==> src/hdl/xrg_pkg.sv <==
`default_nettype none

package xrg_pkg;

   localparam int WordWidth   = 64;
   localparam int MantWidth   = 52;
   localparam int ExpWidth    = 11;
   localparam int JumpSteps   = 128;
   localparam int CountWidth  = $clog2(JumpSteps);
   localparam int ReqWidth    = 72;
   localparam int RotSum      = 17;
   localparam int RotZero     = 49;
   localparam int ShiftT      = 21;
   localparam int RotOne      = 28;

   localparam logic [JumpSteps-1:0] JumpMask =
      128'h170865df4b3201fc_df900294d8f554a5;
   localparam logic [ExpWidth-1:0]  ExpStart = 11'd1022;

   typedef enum logic [1:0] {
      OP_SEED   = 2'd0,
      OP_DRAW64 = 2'd1,
      OP_DRAW32 = 2'd2,
      OP_DOUBLE = 2'd3
   } op_type;

   typedef enum logic [1:0] {
      ST_IDLE,
      ST_JUMP,
      ST_NORM,
      ST_DONE
   } state_type;

   typedef struct packed {
      logic                 start;
      logic [MantWidth-1:0] mant;
   } norm_ctl_type;

   typedef struct packed {
      logic                 done;
      logic [WordWidth-1:0] bits;
   } norm_rsp_type;

endpackage

`default_nettype wire

==> src/hdl/xrg_step.sv <==
`default_nettype none

module xrg_step (
   input  wire  logic [xrg_pkg::WordWidth-1:0] word_zero,
   input  wire  logic [xrg_pkg::WordWidth-1:0] word_one,
   output logic       [xrg_pkg::WordWidth-1:0] next_zero,
   output logic       [xrg_pkg::WordWidth-1:0] next_one,
   output logic       [xrg_pkg::WordWidth-1:0] draw
);
   import xrg_pkg::*;

   logic [WordWidth-1:0] sum;
   logic [WordWidth-1:0] t;

   always_comb begin
      sum       = word_zero + word_one;
      draw      = {sum[WordWidth-RotSum-1:0], sum[WordWidth-1:WordWidth-RotSum]} + word_zero;
      t         = word_one ^ word_zero;
      next_zero = {word_zero[WordWidth-RotZero-1:0], word_zero[WordWidth-1:WordWidth-RotZero]}
                  ^ t ^ (t << ShiftT);
      next_one  = {t[WordWidth-RotOne-1:0], t[WordWidth-1:WordWidth-RotOne]};
   end

endmodule

`default_nettype wire

==> src/hdl/xrg_norm.sv <==
`default_nettype none

module xrg_norm (
   input  wire  logic                  clock,
   input  wire  logic                  reset,
   input  wire  xrg_pkg::norm_ctl_type ctl,
   output xrg_pkg::norm_rsp_type       rsp
);
   import xrg_pkg::*;

   logic                 busy_ff, busy_in;
   logic [MantWidth-1:0] mant_ff, mant_in;
   logic [ExpWidth-1:0]  exp_ff,  exp_in;

   always_ff @(posedge clock) begin
      if (reset) begin
         busy_ff <= 1'b0;
      end else begin
         busy_ff <= busy_in;
      end
      mant_ff <= mant_in;
      exp_ff  <= exp_in;
   end

   // One leading-zero step per cycle: skip a byte of zeros or a single bit.
   always_comb begin
      busy_in  = busy_ff;
      mant_in  = mant_ff;
      exp_in   = exp_ff;
      rsp.done = 1'b0;
      rsp.bits = '0;
      if (ctl.start) begin
         busy_in = 1'b1;
         mant_in = ctl.mant;
         exp_in  = ExpStart;
      end else if (busy_ff) begin
         priority if (mant_ff == '0) begin
            rsp.done = 1'b1;
            busy_in  = 1'b0;
         end else if (mant_ff[MantWidth-1]) begin
            rsp.done = 1'b1;
            rsp.bits = {1'b0, exp_ff, mant_ff[MantWidth-2:0], 1'b0};
            busy_in  = 1'b0;
         end else if (mant_ff[MantWidth-1:MantWidth-8] == '0) begin
            mant_in = mant_ff << 8;
            exp_in  = exp_ff - ExpWidth'(8);
         end else begin
            mant_in = mant_ff << 1;
            exp_in  = exp_ff - ExpWidth'(1);
         end
      end
   end

endmodule

`default_nettype wire

==> src/hdl/xoroshiro_random_generator.sv <==
// channel | dir | handshake             | payload
// req     | in  | req_tvalid/req_tready | tdata: operation[1:0], seed_value[65:2]
// rsp     | out | rsp_tvalid/rsp_tready | tdata: value[63:0]
//
// Full and upper-half draws: 1 cycle per beat while the rsp register is free.
// Unit double: normalised by the leading-zero stepper (8 or 1 bit per cycle).
// Seed: loads both words with seed_value, then jumps via JumpMask and the shared state-step unit.
// Reset (synchronous) loads word zero with 1 and word one with 0; rsp empties.
// req_tready drops while an item is in work or a finished result waits on rsp.
`default_nettype none

module xoroshiro_random_generator (
   input  wire  logic                        clock,
   input  wire  logic                        reset,
   input  wire  logic                        req_tvalid,
   output logic                              req_tready,
   input  wire  logic [xrg_pkg::ReqWidth-1:0] req_tdata,   // operation, seed_value, zero pad
   output logic                              rsp_tvalid,
   input  wire  logic                        rsp_tready,
   output logic       [xrg_pkg::WordWidth-1:0] rsp_tdata    // value
);
   import xrg_pkg::*;

   state_type             state_ff, state_in;
   logic [WordWidth-1:0]  word0_ff, word0_in;
   logic [WordWidth-1:0]  word1_ff, word1_in;
   logic [WordWidth-1:0]  acc0_ff,  acc0_in;
   logic [WordWidth-1:0]  acc1_ff,  acc1_in;
   logic [CountWidth-1:0] cnt_ff,   cnt_in;
   logic [WordWidth-1:0]  res_ff,   res_in;
   logic                  rsp_valid_ff, rsp_valid_in;
   logic [WordWidth-1:0]  rsp_data_ff,  rsp_data_in;

   logic [WordWidth-1:0]  step_zero, step_one, step_draw;
   logic                  slot_free;
   logic                  accept;
   op_type                op;
   logic [WordWidth-1:0]  seed;
   norm_ctl_type          norm_ctl;
   norm_rsp_type          norm_rsp;

   xrg_step u_step (
      .word_zero (word0_ff),
      .word_one  (word1_ff),
      .next_zero (step_zero),
      .next_one  (step_one),
      .draw      (step_draw)
   );

   xrg_norm u_norm (
      .clock (clock),
      .reset (reset),
      .ctl   (norm_ctl),
      .rsp   (norm_rsp)
   );

   always_ff @(posedge clock) begin
      if (reset) begin
         state_ff     <= ST_IDLE;
         word0_ff     <= WordWidth'(1);
         word1_ff     <= '0;
         rsp_valid_ff <= 1'b0;
      end else begin
         state_ff     <= state_in;
         word0_ff     <= word0_in;
         word1_ff     <= word1_in;
         rsp_valid_ff <= rsp_valid_in;
      end
      acc0_ff     <= acc0_in;
      acc1_ff     <= acc1_in;
      cnt_ff      <= cnt_in;
      res_ff      <= res_in;
      rsp_data_ff <= rsp_data_in;
   end

   assign slot_free  = !rsp_valid_ff || rsp_tready;
   assign req_tready = (state_ff == ST_IDLE) && slot_free;
   assign accept     = req_tvalid && req_tready;
   assign op         = op_type'(req_tdata[1:0]);
   assign seed       = req_tdata[WordWidth+1:2];
   assign rsp_tvalid = rsp_valid_ff;
   assign rsp_tdata  = rsp_data_ff;

   always_comb begin
      state_in      = state_ff;
      word0_in      = word0_ff;
      word1_in      = word1_ff;
      acc0_in       = acc0_ff;
      acc1_in       = acc1_ff;
      cnt_in        = cnt_ff;
      res_in        = res_ff;
      rsp_valid_in  = rsp_valid_ff && !rsp_tready;
      rsp_data_in   = rsp_data_ff;
      norm_ctl.start = 1'b0;
      norm_ctl.mant  = step_draw[WordWidth-1:WordWidth-MantWidth];

      unique case (state_ff)
         ST_IDLE: begin
            if (accept) begin
               unique case (op)
                  OP_SEED: begin
                     word0_in = seed;
                     word1_in = seed;
                     acc0_in  = '0;
                     acc1_in  = '0;
                     cnt_in   = '0;
                     state_in = ST_JUMP;
                  end
                  OP_DRAW64: begin
                     word0_in     = step_zero;
                     word1_in     = step_one;
                     rsp_valid_in = 1'b1;
                     rsp_data_in  = step_draw;
                  end
                  OP_DRAW32: begin
                     word0_in     = step_zero;
                     word1_in     = step_one;
                     rsp_valid_in = 1'b1;
                     rsp_data_in  = {32'd0, step_draw[WordWidth-1:32]};
                  end
                  OP_DOUBLE: begin
                     word0_in       = step_zero;
                     word1_in       = step_one;
                     norm_ctl.start = 1'b1;
                     state_in       = ST_NORM;
                  end
                  default: ;
               endcase
            end
         end
         ST_JUMP: begin
            if (JumpMask[cnt_ff]) begin
               acc0_in = acc0_ff ^ word0_ff;
               acc1_in = acc1_ff ^ word1_ff;
            end
            if (cnt_ff == CountWidth'(JumpSteps - 1)) begin
               word0_in = acc0_in;
               word1_in = acc1_in;
               res_in   = '0;
               state_in = ST_DONE;
            end else begin
               word0_in = step_zero;
               word1_in = step_one;
               cnt_in   = cnt_ff + CountWidth'(1);
            end
         end
         ST_NORM: begin
            if (norm_rsp.done) begin
               res_in   = norm_rsp.bits;
               state_in = ST_DONE;
            end
         end
         ST_DONE: begin
            if (slot_free) begin
               rsp_valid_in = 1'b1;
               rsp_data_in  = res_ff;
               state_in     = ST_IDLE;
            end
         end
         default: state_in = ST_IDLE;
      endcase
   end

endmodule

`default_nettype wire

==> config.mk <==
export PLATFORM = sky130hd
export DESIGN_NAME = xoroshiro_random_generator
export DESIGN_NICKNAME = d
export VERILOG_FILES = /design/src/hdl/xrg_pkg.sv /design/src/hdl/xrg_step.sv /design/src/hdl/xrg_norm.sv /design/src/hdl/xoroshiro_random_generator.sv
export SDC_FILE = /design/constraint.sdc
export NUM_CORES = 1
export LEC_CHECK = 0
export BUFFER_PORTS_ARGS = -buffer_cell sky130_fd_sc_hd__buf_2
export CORE_AREA = 3 3 229 231
export CTS_BUF_LIST = sky130_fd_sc_hd__clkbuf_4 sky130_fd_sc_hd__clkbuf_8
export CTS_CLUSTER_DIAMETER = 150
export CTS_CLUSTER_SIZE = 8
export DETAILED_ROUTE_END_ITERATION = 6
export DIE_AREA = 0 0 232 234
export GPL_ROUTABILITY_DRIVEN = 1
export GPL_TIMING_DRIVEN = 0
export MAX_ROUTING_LAYER = met4
export PLACE_DENSITY = 0.82
export SETUP_SLACK_MARGIN = 0.3
export SLEW_MARGIN = 30
export SYNTH_ARGS = -nofsm -noshare
export SYNTH_HDL_FRONTEND = slang
export SYNTH_HIERARCHICAL = 1
export SYNTH_SLANG_ARGS = --single-unit
==> constraint.sdc <==
create_clock -name clock -period 9.3 [get_ports clock]
set_input_delay 1.395 -clock clock [delete_from_list [all_inputs] [get_ports clock]]
set_output_delay 1.395 -clock clock [all_outputs]
set_load 0.03 [all_outputs]
* Word-level counts from Yosys, hierarchy flattened *
Memory sizes are Yosys's and may differ from the RTL's. A register that Yosys moved wholly into a read port is not among the register bits.
Cells that the tools add are included.

operators by class
  add/sub/neg operators = 5
  multipliers = 0
  div/mod/pow operators = 0
  order comparisons = 1
  equality and inequality tests = 17
  shift operators = 0
  mux-type cells = 55
  bitwise operators = 7
  reduce and logical (&&, ||, !) cells = 25

operator list
  cell                                                                           number
  64-bit one-hot mux with 2 select lines                                         9
  64-bit 2-to-1 mux                                                              13
  64-bit XOR                                                                     5
  52-bit 2-to-1 mux                                                              5
  65-bit 2-to-1 mux                                                              3
  64-bit adder                                                                   2
  52-bit logical NOT                                                             1
  7-bit 2-to-1 mux                                                               4
  2-bit inequality test (second input constant)                                  7
  7-bit one-hot mux with 2 select lines                                          1
  1-bit 2-to-1 mux                                                               12
  3-bit AND reduction                                                            4
  11-bit 2-to-1 mux                                                              1
  11-bit by 1-bit subtractor with 11-bit output (second input constant)          1
  11-bit by 4-bit subtractor with 11-bit output (second input constant)          1
  2-bit == test (second input constant)                                          4
  8-bit logical NOT                                                              1
  7-bit by 8-bit less-than comparator with 1-bit output (second input constant)  1
  2-bit 2-to-1 mux                                                               4
  2-bit one-hot mux with 4 select lines                                          1
  4-bit AND reduction                                                            2
  2-bit nonzero test                                                             4
  7-bit by 1-bit adder with 7-bit output (second input constant)                 1
  7-bit == test (second input constant)                                          1
  other kinds (14)                                                               22

word-level totals
  bits in registers = 458
  latch bits = 0
  RAM bits = 0
  bits in read-only memories = 128
  memories kept = 1

memory list
  memory            depth  width  read ports  clocked after memory_dff  wr ports  RTL line                           RTL
  (name not given)  128    1      1           1                         0         xoroshiro_random_generator.sv:132  if (JumpMask[cnt_ff]) begin

* Depth between registers and ports, before layout *
Gate-level depths: netlist (run 1).

  depth in word-level cells = 9
  gate-level depth with buffers = 28

* Hierarchy *
Netlist (run 1), hierarchy kept.

modules (own cells, without submodules)
  module                      times used  cells an instance  area an instance (µm²)  seq. area each (µm²)
  xoroshiro_random_generator  1           1,773              18,240.0                10,540.1
  xrg_step                    1           1,191              8,325.5                 0.0
  xrg_norm                    1           391                3,744.8                 1,801.7

* Worst setup path after synthesis (run 1) *
No wires, ideal clock.

  path kind = input to register
  start = input port req_tdata[0] (netlist name)
  end = register rsp_data_ff[0] (netlist: rsp_tdata[0]), enable pin
  arrival = 6.792 ns
  required time = 8.735 ns
  slack = 1.943 ns
  cell stages on the path = 6
  buffers on the path = 2
  cell sequence = inv_1 -> ha_1 -> clkbuf_1 -> buf_1 -> nor3b_1 -> nor3_1

on the way
  longest elaborated chain between the ends = 3

ends and longest elaborated chain
  item                                                                       RTL line                           RTL
  start, declared                                                            xoroshiro_random_generator.sv:17   input wire logic [xrg_pkg::ReqWidth-1:0] req_tdata,
  2-bit == test or 2-bit by 1-bit == test with 1-bit output (tied branches)  xoroshiro_random_generator.sv:100  unique case (op)
  3-bit by 1-bit inequality test with 1-bit output (no line) *               --
  4-bit AND reduction (no line) *                                            --
  end signal, assigned                                                       xoroshiro_random_generator.sv:73   rsp_data_ff <= rsp_data_in;
  end, declared                                                              xoroshiro_random_generator.sv:32   logic [WordWidth-1:0] rsp_data_ff, rsp_data_in;

Mark *: on every way between the ends. The rest lies on a longest branch, timed or not.
A chain may end at the register's enable or synchronous reset.

==> flow_metrics.py, run 1 <==
metrics = {
    "status": {
        "outcome": "finished, violations left",
        "violations": "design-rule violations",
    },
    "global_route": {
        "grt_pass1_wl_mm": 170.6,
        "grt_max_degree": 81,
        "grt_util_all_layers_pct": 44.39,
        "overflow": 0,
        "grt_pass1_vias": 26260,
        "antenna_found_initial": 4,
    },
    "timing": {
        "rsz0062_at_grt": "false",
        "fmax_mhz": 124.6,
        "slew_viol_final": 0,
        "skew_ns": 0.06519,
        "fin_crit_sh_pct": 86.27,
        "finalHoldViolCount": 0,
        "setup_slack_ns": 1.276,
        "tightest_slew_ns": 1.197,
        "relSlewSlack_pct": 19.60,
        "fin_crit_ns": 8.024,
        "finalSetupViolCount": 0,
    },
    "setup_path": {
        "crit_path_max_incr_delay_ns": 0.93,
        "cp_top_family": "compound AO/OA/AOI/OAI gates",
        "arrival_ns": 8.51,
        "worst_setup_path_start_kind": "flip-flop",
        "end_kind": "flip-flop",
        "critPathSlowestCell": "xnor2_1",
        "crit_top_cell": "o21ai_0",
        "worstPathRequired_ns": 9.78,
        "critPathBufInv": 1,
        "path_max_fanout": 8,
        "path_class": "reg -> reg",
    },
    "detailed_routing": {
        "drt_iter0_drc": 3535,
        "drt-total-wl_mm": 118.7,
        "drtPass1Iterations": 7,
        "viasPerCell": 6.565,
        "routedWlPerCell_um": 27.65,
        "num_vias": 28190,
        "drcViolationCount": 5,
        "drtAntennaViolNets": 0,
    },
    "clock_network": {
        "clk_latency_ns": 0.69,
        "cts_sinks": 459,
        "cts_resized": 0,
        "cts_max_path_buffers": 3,
        "cts-root-buf": "clkbuf_8",
        "clk_pin_slew_ns": 0.07,
        "cts_tree": "built",
        "cts_setup_buffers": 0,
        "htreeDepth": 3,
        "holdBufCountCts": 0,
        "cts_buffers": 67,
    },
    "floorplanning": {
        "start_util_pct": 60.29,
        "dieArea_um2": 54290,
        "num_io_pins": 142,
        "die_w_um": 232,
        "core_um2": 50270,
        "die_h_um": 234,
        "rows": 82,
    },
    "yosys": {
        "syn_area_per_cell_um2": 9.034,
        "netlist.area_leader.share_pct": 31.21,
        "synthTopCellsByArea": "edfxtp_1 31%, dfxtp_1 9.5%, ha_1 6.0%",
        "ys_warn_count": 6,
        "synth.distinct_cells": 104,
        "async_flop_share_pct": 0,
        "synthCells": 3355,
        "ys_seq_elements": 459,
        "synth_edf_count": 315,
        "synth.most_common_cell": "nand2_1",
        "yosysTopAreaCell": "edfxtp_1",
        "synth.yosys.seq_area_share_pct": 40.72,
        "synth_area_um2": 30310,
        "synth_ff_type": "edfxtp_1",
        "synth_common_cells": "461 x nand2_1, 344 x nor2_1, 315 x edfxtp_1, 196 x xor2_1, 173 x clkbuf_1",
    },
    "finish": {
        "syn2layout_area_growth_pct": 10.07,
        "instances_no_fill": 4294,
        "finalNetCount": 3796,
        "drive_gt1_share_pct": 10.50,
    },
    "place": {
        "port_buffers": 135,
        "routabilityCongestion": 1.090,
        "preCtsSetupSlack_ns": 1.729,
        "dp_hpwl_mm": 93.62,
        "dpl.cell_count": 4175,
    },
    "worst_hold_path": {
        "hold_path.class": "reg -> reg",
    },
    "job": {
        "drv_cap": 0,
    },
}
-- state kept, by name (all words and copies together) (netlist names), named ones only --
| signal | count |
|---|---|
| u_norm/exp_ff | 11 |
| acc0_ff | 64 |
| acc1_ff | 64 |
| word0_ff | 64 |
| rsp_tvalid | 1 |
| rsp_tdata | 64 |
| u_norm/busy_ff | 1 |
| res_ff | 64 |
| u_norm/mant_ff | 52 |
| cnt_ff | 7 |
| word1_ff | 64 |
| state_ff | 2 |
-- cell type report --
type                            count  area [um2]
Antenna cell                        2       5.005
Buffer                            235        1001
Clock buffer                      109        1237
Clock inverter                      8       76.32
Fill cell                        4218       16910
Inverter                           63       244.0
Multi-Input combinational cell   2599       16770
Sequential cell                   459       12340
Tap cell                          672       840.8
Timing Repair Buffer              147       840.8
-- cells by family (layout without fill, tap and decap cells) --
group / after synthesis / in the layout / share of synthesized area, %
flops: 459 / 459 / 40.72
buf+inv: 298 / 562 / 4.091
xor+xnor: 366 / 366 / 10.60
simple gates: 1281 / 1281 / 19.35
compound gates: 727 / 727 / 16.57
fa+ha+maj: 148 / 148 / 6.159
other cells: 1 / 4 / 0.01237
mux: 75 / 75 / 2.493
-- worst min-delay path: stages (launching register included) --
cell     delay [ns]
dfxtp_1        0.32
o31ai_1        0.07
a21oi_1        0.06
-- per-stage QoR --
stage | TNS [ns] | area, um2 | util [%] | hold slack (ns)
detailed placement | 0 | 32030 | 63.71 | 0.4792
finish | 0 | 33360 | 66.36 | 0.4936
floorplan | 0 | 30310 | - | 0.4472
global route | 0 | 33360 | 66.36 | 0.5008
global placement | -6.889 | 31830 | 63.32 | 0.4606
CTS | 0 | 33340 | 66.32 | 0.4876
-- placed cells by master, fill, tap and decap left out, types with 41 or more instances in the layout --
cell / synthesis / routed
clkbuf_4: 0 / 42
clkbuf_8: 0 / 67
a21oi_1: 161 / 159
buf_2: 35 / 170
ha_1: 146 / 146
nor3_1: 152 / 151
inv_1: 58 / 58
nor2_1: 344 / 344
a21o_1: 69 / 69
nand4_1: 41 / 41
xnor2_1: 169 / 168
and2_1: 130 / 130
mux2i_1: 74 / 74
o21ai_0: 152 / 152
nand2_1: 461 / 460
xor2_1: 196 / 195
dfxtp_1: 144 / 144
clkbuf_1: 173 / 173
a221oi_1: 130 / 130
edfxtp_1: 315 / 315
-- final timing paths --
| kind | from | to | slack (ns) | depth (start not counted) |
|---|---|---|---|---|
| hold / removal | u_norm/exp_ff[10] | u_norm/exp_ff[10] | 0.49 | 2 |
| setup / recovery | word0_ff[14] | rsp_tdata[27] | 1.28 | 26 |
| hold reg to reg | u_norm/exp_ff[10] | u_norm/exp_ff[10] | 0.49 | 2 |
| setup reg to reg | word0_ff[14] | rsp_tdata[27] | 1.28 | 26 |
-- per-layer routing --
layer  part of all wire [%]  vias up  global-route usage, %
met5                      0        -                      -
met4                     10        0                  37.01
met3                     10      586                  7.471
met2                     43     1976                  66.65
met1                     36    13200                  52.41
li1                       -    12430                      -
Power of run 1 is left out: the tool's default activity adds up to more than one toggle a clock period on the data nets, which glitch-free logic cannot reach.
==> run 2: changes to the inputs <==
- CORE_AREA: 3 3 229 231 -> 2 2 228 230
- DIE_AREA: 0 0 232 234 -> 0 0 230 232
- PLACE_DENSITY: 0.82 -> 0.78
==> flow_metrics.py, run 2 (same netlist as run 1, synthesis figures left out) <==
metrics = {
    "status": {
        "outcome": "finished, violations left",
        "violations": "design-rule violations",
    },
    "global_route": {
        "grt_pass1_wl_mm": 170.2,
        "grt_util_all_layers_pct": 45.27,
        "overflow": 0,
        "antenna_found_initial": 1,
        "grt_max_degree": 90,
        "grt_pass1_vias": 25770,
    },
    "timing": {
        "fin_crit_sh_pct": 85.47,
        "skew_ns": 0.04970,
        "hold_slack_ns": 0.4876,
        "fmax_mhz": 125.8,
        "relSlewSlack_pct": 26.21,
        "rsz0062_at_grt": "false",
        "finalSetupViolCount": 0,
        "tightest_slew_ns": 1.107,
        "fin_crit_ns": 7.948,
        "slew_viol_final": 0,
        "finalHoldViolCount": 0,
    },
    "clock_network": {
        "cts_tree": "built",
        "cts_sinks": 459,
        "cts_setup_buffers": 0,
        "holdBufCountCts": 0,
        "htreeDepth": 3,
        "clk_pin_slew_ns": 0.07,
        "clk_latency_ns": 0.70,
        "cts-root-buf": "clkbuf_8",
        "cts_resized": 0,
        "cts_max_path_buffers": 3,
        "cts_buffers": 67,
    },
    "finish": {
        "layout_common_cells": "460 x nand2_1, 344 x nor2_1, 315 x edfxtp_1, 195 x xor2_1, 171 x clkbuf_1",
        "drive_gt1_share_pct": 10.52,
        "layout_commonest_cell": "nand2_1",
        "syn2layout_area_growth_pct": 10.13,
        "finalNetCount": 3796,
    },
    "setup_path": {
        "end_kind": "flip-flop",
        "arrival_ns": 8.44,
        "critPathBufInv": 2,
        "critPathSlowestCell": "xnor2_1",
        "path_class": "reg -> reg",
        "crit_path_max_incr_delay_ns": 0.70,
        "worst-r2r-setup-slack_ns": 1.35,
        "worstPathRequired_ns": 9.79,
        "cp_top_family": "compound AO/OA/AOI/OAI gates",
        "path_max_fanout": 7,
        "worst_setup_path_start_kind": "flip-flop",
    },
    "floorplanning": {
        "start_util_pct": 59.56,
        "die_h_um": 232,
        "num_io_pins": 142,
        "core_um2": 50890,
        "die_w_um": 230,
        "dieArea_um2": 53360,
        "rows": 83,
    },
    "place": {
        "port_buffers": 135,
        "dp_hpwl_mm": 94.00,
        "routabilityCongestion": 1.112,
    },
    "detailed_routing": {
        "drcViolationCount": 3,
        "routedWlPerCell_um": 27.59,
        "drt_iter0_drc": 3470,
        "drtPass1Iterations": 7,
        "viasPerCell": 6.447,
        "drt-total-wl_mm": 118.7,
        "num_vias": 27740,
        "drtAntennaViolNets": 0,
    },
    "job": {
        "drv_cap": 0,
    },
    "worst_hold_path": {
        "hold_path.class": "reg -> reg",
    },
}
==> run 2: changes by cell type in the layout (fill, tap and decap cells not counted), sizes merged <==
cell,delta
clkinvlp,-1
clkbuf,+1
==> run 2: metal layers <==
layer / track usage [%] / part of all wire, % / vias to the layer above
li1: - / - / 12430
met1: 52.90 / 36 / 13030
met2: 68.56 / 44 / 1794
met3: 7.576 / 9.6 / 480
met4: 37.98 / 10 / 0
met5: - / 0 / -
==> run 2: cell type report <==
cell class                      count  area (um2)
Buffer                            235        1003
Timing Repair Buffer              147       845.8
Inverter                           63       244.0
Tap cell                          680       850.8
Multi-Input combinational cell   2599       16770
Fill cell                        4305       17510
Clock inverter                      7       71.32
Clock buffer                      110        1251
Sequential cell                   459       12340
Antenna cell                        2       5.005
==> run 2: stage by stage <==
| step | setup TNS (ns) | instance area [um2] | utilization [%] | setup slack [ns] | std cells |
|---|---|---|---|---|---|
| floorplan | 0 | 30310 | - | 1.943 | 3356 |
| global placement | -10.18 | 31840 | 62.57 | -0.1713 | 4171 |
| detailed placement | 0 | 32050 | 62.99 | 1.779 | 4183 |
| CTS | 0 | 33370 | 65.59 | 1.714 | 4300 |
| global route | 0 | 33380 | 65.59 | 1.270 | 4301 |
| finish | 0 | 33380 | 65.60 | 1.352 | 4302 |
==> run 2: worst reg2reg max path, stage by stage (launching register included) <==
cell,delay (ns)
dfxtp_1,0.52
ha_1,0.41
buf_4,0.23
o211ai_1,0.22
a21oi_2,0.09
o211ai_1,0.23
a21oi_1,0.14
nor4_1,0.53
o221a_2,0.39
o21ai_1,0.19
a31o_1,0.30
a311o_1,0.34
xor2_1,0.27
inv_2,0.06
fa_1,0.40
nand2b_1,0.19
a21o_1,0.19
a21oi_1,0.32
nand4_1,0.14
nand2_1,0.12
nand4_1,0.22
o211a_1,0.34
a31o_2,0.32
o41ai_1,0.34
nor2_1,0.11
xnor2_1,0.70
mux2i_1,0.23
o21ai_0,0.24
==> run 2: worst paths after layout <==
check,from,endpoint,cells past startpoint
worst max-delay path,word0_ff[3],rsp_tdata[16],27
worst min-delay path,u_norm/exp_ff[10],u_norm/exp_ff[10],2
worst max register to register,word0_ff[3],rsp_tdata[16],27
worst min register to register,u_norm/exp_ff[10],u_norm/exp_ff[10],2
Power of run 2 is left out for the same reason.
